===== src/assoc_cache_lru_writeback_unit_assert.svh =====
// Assertion macros for the cache tag store unit, clocked on clk and reset by rst_n.
`ifndef ASSOC_CACHE_LRU_WRITEBACK_UNIT_ASSERT_SVH
`define ASSOC_CACHE_LRU_WRITEBACK_UNIT_ASSERT_SVH

// Same-cycle implication, disabled while reset is asserted.
`define ACWB_ASSERT_IMPL(lbl, ante, cons, msg) \
    lbl: assert property (@(posedge clk) disable iff (!rst_n) (ante) |-> (cons)) \
        else $error(msg);

// Next-cycle implication, disabled while reset is asserted.
`define ACWB_ASSERT_NEXT(lbl, ante, cons, msg) \
    lbl: assert property (@(posedge clk) disable iff (!rst_n) (ante) |=> (cons)) \
        else $error(msg);

`endif


===== src/acwb_pkg.sv =====
// Shared types and constants for the fully associative cache tag store.
package acwb_pkg;

    localparam int MAX_ENTRIES_DEF = 16;

    localparam int CFG_IDX_W  = 2;
    localparam int CFG_DATA_W = 5;

    localparam logic [CFG_IDX_W-1:0] REG_OFFSET_BITS   = 2'd0;
    localparam logic [CFG_IDX_W-1:0] REG_BLOCKS_IN_USE = 2'd1;

    localparam logic [CFG_DATA_W-1:0] OFFSET_RESET = 5'd5;
    localparam logic [CFG_DATA_W-1:0] BLOCKS_RESET = 5'd16;

    typedef enum logic [1:0] {
        S_IDLE,
        S_COMPARE,
        S_UPDATE
    } state_t;

    // Commands from the controller to the datapath.
    typedef struct packed {
        logic load;     // capture an accepted word and form its tag
        logic compare;  // capture match and victim vectors
        logic update;   // commit ranks, tags, dirty marks and the result
    } ctrl_cmd_t;

endpackage


===== src/acwb_ctrl.sv =====
// Controller state machine sequencing compare and update for each access.
module acwb_ctrl (
    input  logic               clk,
    input  logic               rst_n,
    input  logic               start,
    output logic               busy,
    output acwb_pkg::ctrl_cmd_t cmd
);
    import acwb_pkg::*;

    state_t state_reg;
    state_t state_next;
    logic   accept;

    always_ff @(posedge clk or negedge rst_n)
    begin
        if (!rst_n)
        begin
            state_reg <= S_IDLE;
        end
        else
        begin
            state_reg <= state_next;
        end
    end

    always_comb
    begin
        busy        = (state_reg == S_COMPARE);
        accept      = start && !busy;
        state_next  = state_reg;
        cmd.load    = accept;
        cmd.compare = 1'b0;
        cmd.update  = 1'b0;
        case (state_reg)
            S_IDLE:
            begin
                if (accept)
                begin
                    state_next = S_COMPARE;
                end
            end
            S_COMPARE:
            begin
                cmd.compare = 1'b1;
                state_next  = S_UPDATE;
            end
            S_UPDATE:
            begin
                // The next word may enter while this one commits.
                cmd.update = 1'b1;
                state_next = accept ? S_COMPARE : S_IDLE;
            end
            default:
            begin
                state_next = S_IDLE;
            end
        endcase
    end

endmodule


===== src/acwb_dp.sv =====
// Datapath holding tags, LRU ranks, dirty marks, the writeback count and results.
module acwb_dp #(
    parameter int MAX_ENTRIES = acwb_pkg::MAX_ENTRIES_DEF
) (
    input  logic                            clk,
    input  logic                            rst_n,
    input  acwb_pkg::ctrl_cmd_t             cmd,
    input  logic                            action,
    input  logic [31:0]                     address,
    input  logic                            cfg_we,
    input  logic [acwb_pkg::CFG_IDX_W-1:0]  cfg_index,
    input  logic [acwb_pkg::CFG_DATA_W-1:0] cfg_data,
    output logic                            done,
    output logic                            was_hit,
    output logic [3:0]                      entry,
    output logic                            wrote_back,
    output logic [31:0]                     writeback_total
);
    import acwb_pkg::*;

    localparam int IDX_W  = (MAX_ENTRIES > 1) ? $clog2(MAX_ENTRIES) : 1;
    localparam int CNT_W  = $clog2(MAX_ENTRIES + 1);
    localparam int CW     = (CNT_W > CFG_DATA_W) ? CNT_W : CFG_DATA_W;

    logic [CFG_DATA_W-1:0] offset_reg;
    logic [CFG_DATA_W-1:0] blocks_reg;

    logic [31:0]           tag_reg;
    logic                  write_reg;

    logic [31:0]           tags_reg   [MAX_ENTRIES];
    logic [31:0]           tags_next  [MAX_ENTRIES];
    logic [IDX_W-1:0]      rank_reg   [MAX_ENTRIES];
    logic [IDX_W-1:0]      rank_next  [MAX_ENTRIES];
    logic [MAX_ENTRIES-1:0] dirty_reg;
    logic [MAX_ENTRIES-1:0] dirty_next;
    logic [31:0]           count_reg;
    logic [31:0]           count_next;

    logic [MAX_ENTRIES-1:0] match_reg;
    logic [MAX_ENTRIES-1:0] match_next;
    logic [MAX_ENTRIES-1:0] victim_reg;
    logic [MAX_ENTRIES-1:0] victim_next;

    logic                  done_reg;
    logic                  was_hit_reg;
    logic [3:0]            entry_reg;
    logic [3:0]            entry_next;
    logic                  wrote_back_reg;
    logic                  wrote_back_next;
    logic [31:0]           total_reg;

    logic [CW-1:0]         blk_ext;
    logic [CW-1:0]         n_cnt;
    logic [MAX_ENTRIES-1:0] in_use;

    logic                  hit;
    logic [IDX_W-1:0]      hit_pos;
    logic [IDX_W-1:0]      vic_pos;
    logic [IDX_W-1:0]      pos;
    logic [IDX_W-1:0]      old_rank;
    logic [IDX_W+3:0]      pos_ext;

    // Entries in use, with zero read as one and large counts saturated.
    always_comb
    begin
        blk_ext = CW'(blocks_reg);
        if (blk_ext == '0)
        begin
            n_cnt = CW'(1);
        end
        else if (blk_ext > CW'(MAX_ENTRIES))
        begin
            n_cnt = CW'(MAX_ENTRIES);
        end
        else
        begin
            n_cnt = blk_ext;
        end
        for (int k = 0; k < MAX_ENTRIES; k++)
        begin
            in_use[k] = (CW'(k) < n_cnt);
        end
    end

    // Parallel tag compare and victim test. An entry is the victim when every
    // lower entry in use ranks strictly below it and no higher one ranks above.
    always_comb
    begin
        for (int k = 0; k < MAX_ENTRIES; k++)
        begin
            match_next[k]  = in_use[k] && (tags_reg[k] == tag_reg);
            victim_next[k] = in_use[k];
            for (int j = 0; j < MAX_ENTRIES; j++)
            begin
                if (in_use[j] && (j < k) && !(rank_reg[j] < rank_reg[k]))
                begin
                    victim_next[k] = 1'b0;
                end
                if (in_use[j] && (j > k) && (rank_reg[j] > rank_reg[k]))
                begin
                    victim_next[k] = 1'b0;
                end
            end
        end
    end

    // Commit: choose the entry, promote it and age the younger entries.
    always_comb
    begin
        hit     = |match_reg;
        hit_pos = '0;
        vic_pos = '0;
        for (int k = MAX_ENTRIES - 1; k >= 0; k--)
        begin
            if (match_reg[k])
            begin
                hit_pos = IDX_W'(k);
            end
        end
        for (int k = 0; k < MAX_ENTRIES; k++)
        begin
            if (victim_reg[k])
            begin
                vic_pos = vic_pos | IDX_W'(k);
            end
        end
        pos      = hit ? hit_pos : vic_pos;
        old_rank = rank_reg[pos];

        for (int k = 0; k < MAX_ENTRIES; k++)
        begin
            tags_next[k] = tags_reg[k];
            rank_next[k] = rank_reg[k];
            if (in_use[k] && (rank_reg[k] < old_rank))
            begin
                rank_next[k] = rank_reg[k] + IDX_W'(1);
            end
        end
        rank_next[pos] = '0;
        dirty_next     = dirty_reg;

        wrote_back_next = !hit && dirty_reg[pos];
        if (hit)
        begin
            dirty_next[pos] = dirty_reg[pos] | write_reg;
        end
        else
        begin
            tags_next[pos]  = tag_reg;
            dirty_next[pos] = write_reg;
        end
        count_next = count_reg + {31'd0, wrote_back_next};
        pos_ext    = (IDX_W + 4)'(pos);
        entry_next = pos_ext[3:0];
    end

    always_ff @(posedge clk or negedge rst_n)
    begin
        if (!rst_n)
        begin
            offset_reg <= OFFSET_RESET;
            blocks_reg <= BLOCKS_RESET;
            for (int k = 0; k < MAX_ENTRIES; k++)
            begin
                tags_reg[k] <= '0;
                rank_reg[k] <= IDX_W'(k);
            end
            dirty_reg <= '0;
            count_reg <= '0;
            done_reg  <= 1'b0;
        end
        else
        begin
            if (cfg_we)
            begin
                case (cfg_index)
                    REG_OFFSET_BITS:   offset_reg <= cfg_data;
                    REG_BLOCKS_IN_USE: blocks_reg <= cfg_data;
                    default:           ;
                endcase
            end
            if (cmd.update)
            begin
                for (int k = 0; k < MAX_ENTRIES; k++)
                begin
                    tags_reg[k] <= tags_next[k];
                    rank_reg[k] <= rank_next[k];
                end
                dirty_reg <= dirty_next;
                count_reg <= count_next;
            end
            done_reg <= cmd.update;
        end
    end

    always_ff @(posedge clk)
    begin
        if (cmd.load)
        begin
            tag_reg   <= address >> offset_reg;
            write_reg <= action;
        end
        if (cmd.compare)
        begin
            match_reg  <= match_next;
            victim_reg <= victim_next;
        end
        if (cmd.update)
        begin
            was_hit_reg    <= hit;
            entry_reg      <= entry_next;
            wrote_back_reg <= wrote_back_next;
            total_reg      <= count_next;
        end
    end

    assign done            = done_reg;
    assign was_hit         = was_hit_reg;
    assign entry           = entry_reg;
    assign wrote_back      = wrote_back_reg;
    assign writeback_total = total_reg;

endmodule


===== src/assoc_cache_lru_writeback_unit.sv =====
// Top level of the fully associative LRU write-back cache tag store.
//
//   channel   | handshake            | word
//   ----------+----------------------+-----------------------------------------
//   access    | start, busy          | action, address
//   result    | done (one cycle)     | was_hit, entry, wrote_back, writeback_total
//   config    | cfg_valid, cfg_ready | cfg_index, cfg_data
//
// An access word is accepted on a clock edge with start high and busy low.
// In the compare state the tag is checked against every entry in use and the
// LRU victim found; the update state commits ranks, tag and dirty mark, and a new
// word may be taken in the update state but not in compare. The result strobe done
// rises the cycle after commit and lasts one cycle; the receiver cannot stall it. Reset
// restores every entry to tag zero, clean, with rank equal to its index, and takes effect at once.
module assoc_cache_lru_writeback_unit #(
    parameter int MAX_ENTRIES = acwb_pkg::MAX_ENTRIES_DEF
) (
    input  logic                            clk,
    input  logic                            rst_n,
    input  logic                            start,
    output logic                            busy,
    input  logic                            action,
    input  logic [31:0]                     address,
    output logic                            done,
    output logic                            was_hit,
    output logic [3:0]                      entry,
    output logic                            wrote_back,
    output logic [31:0]                     writeback_total,
    input  logic                            cfg_valid,
    output logic                            cfg_ready,
    input  logic [acwb_pkg::CFG_IDX_W-1:0]  cfg_index,
    input  logic [acwb_pkg::CFG_DATA_W-1:0] cfg_data
);
    import acwb_pkg::*;

`include "assoc_cache_lru_writeback_unit_assert.svh"

    ctrl_cmd_t cmd;

    // The register file always accepts a write, so the port never back-pressures.
    assign cfg_ready = 1'b1;

    acwb_ctrl u_ctrl (
        .clk   (clk),
        .rst_n (rst_n),
        .start (start),
        .busy  (busy),
        .cmd   (cmd)
    );

    acwb_dp #(
        .MAX_ENTRIES (MAX_ENTRIES)
    ) u_dp (
        .clk             (clk),
        .rst_n           (rst_n),
        .cmd             (cmd),
        .action          (action),
        .address         (address),
        .cfg_we          (cfg_valid && cfg_ready),
        .cfg_index       (cfg_index),
        .cfg_data        (cfg_data),
        .done            (done),
        .was_hit         (was_hit),
        .entry           (entry),
        .wrote_back      (wrote_back),
        .writeback_total (writeback_total)
    );

    // An accepted word always enters the compare cycle next.
    `ACWB_ASSERT_NEXT(a_accept_busy, start && !busy, busy, "accepted word did not start compare")
    // A result strobe follows a commit cycle and nothing else.
    `ACWB_ASSERT_IMPL(a_done_after_update, done, $past(cmd.update), "result without commit")
    // A hit never evicts.
    `ACWB_ASSERT_IMPL(a_hit_no_wb, done && was_hit, !wrote_back, "writeback reported on a hit")
    // Each reported writeback advances the running total by exactly one.
    `ACWB_ASSERT_IMPL(a_wb_count, done && wrote_back,
        writeback_total == ($past(writeback_total) + 32'd1), "writeback total did not advance")

endmodule


===== config.mk =====
export PLATFORM = sky130hd
export DESIGN_NAME = assoc_cache_lru_writeback_unit
export DESIGN_NICKNAME = d
export VERILOG_FILES = /design/src/acwb_pkg.sv /design/src/acwb_ctrl.sv /design/src/acwb_dp.sv /design/src/assoc_cache_lru_writeback_unit.sv
export VERILOG_INCLUDE_DIRS = /design/src /design/src/src
export SDC_FILE = /design/constraint.sdc
export NUM_CORES = 2
export LEC_CHECK = 0
export ABC_AREA = 1
export BUFFER_PORTS_ARGS = -buffer_cell sky130_fd_sc_hd__buf_2
export CAP_MARGIN = 10
export CORE_UTILIZATION = 35
export DETAILED_ROUTE_END_ITERATION = 6
export GPL_TIMING_DRIVEN = 0
export HOLD_SLACK_MARGIN = 0.05
export REMOVE_ABC_BUFFERS = 1
export SLEW_MARGIN = 20
export SYNTH_ARGS = -nofsm -noshare
export SYNTH_HDL_FRONTEND = slang
export SYNTH_SLANG_ARGS = --single-unit

===== constraint.sdc =====
create_clock -name clk -period 6.2 [get_ports clk]
set_input_delay 0.62 -clock clk [delete_from_list [all_inputs] [get_ports clk]]
set_output_delay 0.62 -clock clk [all_outputs]
set_load 0.01 [all_outputs]

==> results.md <==
- DRT iter0 DRCs: 4,401
- Clock transition at path regs: 0.06 ns
- RSZ-0062 raised after global routing: yes
- Worst setup path endpoint: u_dp.writeback_total[31]
- Rows: 136
- Final Hold Viols: 0
- Reg-to-reg endpoint: u_dp.writeback_total[31]
- Worst r2r path cells: 30
- Post-route insts no fill: 7,702
- Die Ht: 375 um
- Final Power: 26.2 mW
- Max-Cap Viols: 0
- Cell mode on critical path: nand4_1
- Fin nets: 6,384
- Static leakage: 24.9 nW
- DR WL/cell: 22.1 um
- Mapped Avg Cell Area: 8.28 um2
- Final setup margin: 0.510 ns
- Levels on crit path: 30
- H-tree depth: 3
- Post-synthesis register bit count: 739
- Clk buf depth: 3
- Starting Density: 0.353
- Slew Limit Fails: 0
- Clock Skew: 0.0664 ns
- Outcome: finished clean
- Netlist cell types: 63
- Die Wd: 375 um
- CTS root buf: clkbuf_16
- Reg-to-reg slack, setup: 0.51 ns
- Die area: 140,000 um2
- Number of remaining DRC errors: 0
- Most common cell in the netlist: nand2_1
- Vias in the first global route: 40,500
- Via count: 42,900
- DRT Wirelength: 170,000 um
- VDD IR max: 0.311 mV
- Area growth, synth to finish: 12.4%
- CTS tree: done
- TritonCTS Buffers: 86
- Max stage delay cell, worst path: edfxtp_1
- CP startpoint kind: flop
- Setup_tns: 0 ns
- Fillers: 13,800
- Worst r2r src: u_dp.match_reg[6]
- Initial antenna violation count: 3
- Total iterations of the first detailed-routing run: 6
- Setup CP Type: flop to flop
- Insertion delay to the later sink of the worst-skew pair: 0.73 ns
- Rel. slew slack: 0.187
- Cell family with most CP delay: simple AND/OR/NAND/NOR gates
- All-Layer GR Usage: 0.240
- Arrival @ worst endpoint: 6.10 ns
- I/O Pins: 85
- Sequential area share after synthesis: 0.392
- Hold WC Path Type: input port to flop
- Area share of the largest cell type after synthesis: 0.310
- Synth top area cells: dfrtp_1 31%, ha_1 13%, nand2_1 11%
- Final setup fails: 0
- Vias per std cell: 5.57
- Final worst path period share: 0.918
- Setup WS pre-CTS: -0.609 ns
- Post-synth top flop: dfrtp_1
- Worst-margin pin slew: 1.22 ns
- Ys async rst share: 0.862
- Max reg flops: 512
- Post-DP HPWL: 115,000 um
- Crit. End Element: flop
- CP peak stage delay: 0.40 ns
- Number of port buffers: 83
- Largest net degree at the start of global routing: 96
- Post-synth top cells: 1,435 x nand2_1, 639 x o21ai_0, 602 x dfrtp_1, 506 x ha_1, 381 x inv_1
- Sink Count: 739
- Yosys top cell by area: dfrtp_1
- EDFF count, synth: 102
- DP Cell Count: 7,534
- Critical Path RT: 6.61 ns
- Core Area: 138,000 um2
- Post-Synthesis Cells: 5,873
- Yosys warning count: 0
- Worst setup startpoint: u_dp.match_reg[6]
- Final RePlAce weighted congestion: 0.992
- First-pass GRT wire length: 256,000 um
- Min Tclk post-route: 5.69 ns
- GR Overflow Total: 0
- Detail Route Antenna Nets: 0
- CP bufs+invs: 3
- Share of post-route cells with drive strength above 1: 0.0935
- PwrDens: 479 nW/um2
- Fmax achieved: 176 MHz
- Critical path fanouts, max: 17
- Mapped Area: 48,600 um2
- Hold Slack: 0.172 ns
-- cell type report --
type	instances	area, um2	share of cell area
multi-input combinational	4442	27100	0.496
inverter	406	1550	0.0283
clock inverter	43	538	0.00984
antenna	3	7.51	0.000137
timing repair buffer	158	1800	0.0328
timing repair inverter	1	6.26	0.000114
sequential	739	19100	0.348
clock buffer	116	2370	0.0434
tap	1794	2240	0.0410
-- routing by layer --
layer | GRT usage | vias up | routed length, um
met3 | 0.0387 | 450 | 12500
met4 | 0.113 | 0 | 8610
met1 | 0.316 | 20800 | 72000
met2 | 0.385 | 1618 | 77200
li1 | - | 20000 | -
met5 | 0 | - | 0
-- worst min path at each step --
stage / from / to / slack (ns) / depth (start not counted)
after global routing: cfg_data[2] / u_dp.offset_reg[2] / 0.15 / 3
after floorplan: rst_n / u_ctrl.state_reg[0] / 0.32 / 0
after global placement: u_dp.count_reg[0] / u_dp.count_reg[0] / 0.46 / 2
after detailed placement: u_dp.count_reg[0] / u_dp.count_reg[0] / 0.47 / 2
final: cfg_data[2] / u_dp.offset_reg[2] / 0.17 / 3
after CTS: cfg_data[2] / u_dp.offset_reg[2] / 0.12 / 3
-- where the power goes --
part	total, mW	leakage [nW]	internal (mW)	switching (mW)
clock	5.24	1.43	3.01	2.23
combinational	13.8	13.8	4.82	8.96
sequential	7.16	9.66	5.53	1.63
total	26.2	24.9	13.4	12.8
-- metrics by stage --
stage,instance area [um2],utilization
final,54700,0.397
after global placement,50200,0.365
after global routing,54700,0.397
after CTS,54600,0.396
after detailed placement,51600,0.375
after floorplan,47500,-
-- worst min-delay path, stage by stage --
cell,delay (ns)
buf_2,0.09
inv_1,0.07
o21ai_0,0.09
-- layout by cell type (no fill, tap or decap), drive strengths merged, types with 15 or more instances in the layout --
master and instances:
nand2 1469, xor2 142, inv 401, nand4 156
a21boi 32, a221oi 31, o211ai 60, o21ai 778
dfrtp 602, clkbuf 116, a2111oi 15, dfstp 35
a211oi 29, or2 81, nor2 254, clkinv 40
ha 506, nor3 17, nand3 181, a21oi 181
o22ai 66, o2111ai 20, xnor2 255, edfxtp 102
buf 157, nor4 68
-- repair_timing --
action | CTS | global route
gates cloned | 1 | 0
buffers inserted | 1 | 3
hold buffers | 1 | 0
setup endpoints to repair | 20 | 15
resized for setup | 7 | 9
pin swaps | 1 | 3
hold endpoints to repair | 56 | 0
-- cells by family (layout without fill, tap and decap cells) --
logic type / count (synthesis) / count (layout) / synth area share
muxes: 6 / 6 / 0.00123
buffers and inverters: 692 / 724 / 0.0541
AOI/OAI and AO/OA: 1283 / 1283 / 0.150
xor gates and xnor gates: 397 / 397 / 0.0715
adders and majority gates: 506 / 506 / 0.130
and+or+nand+nor: 2249 / 2249 / 0.201
other: 1 / 4 / 0.0000771
DFF: 739 / 739 / 0.392
Note: power is estimated with default switching activity, not from simulation.
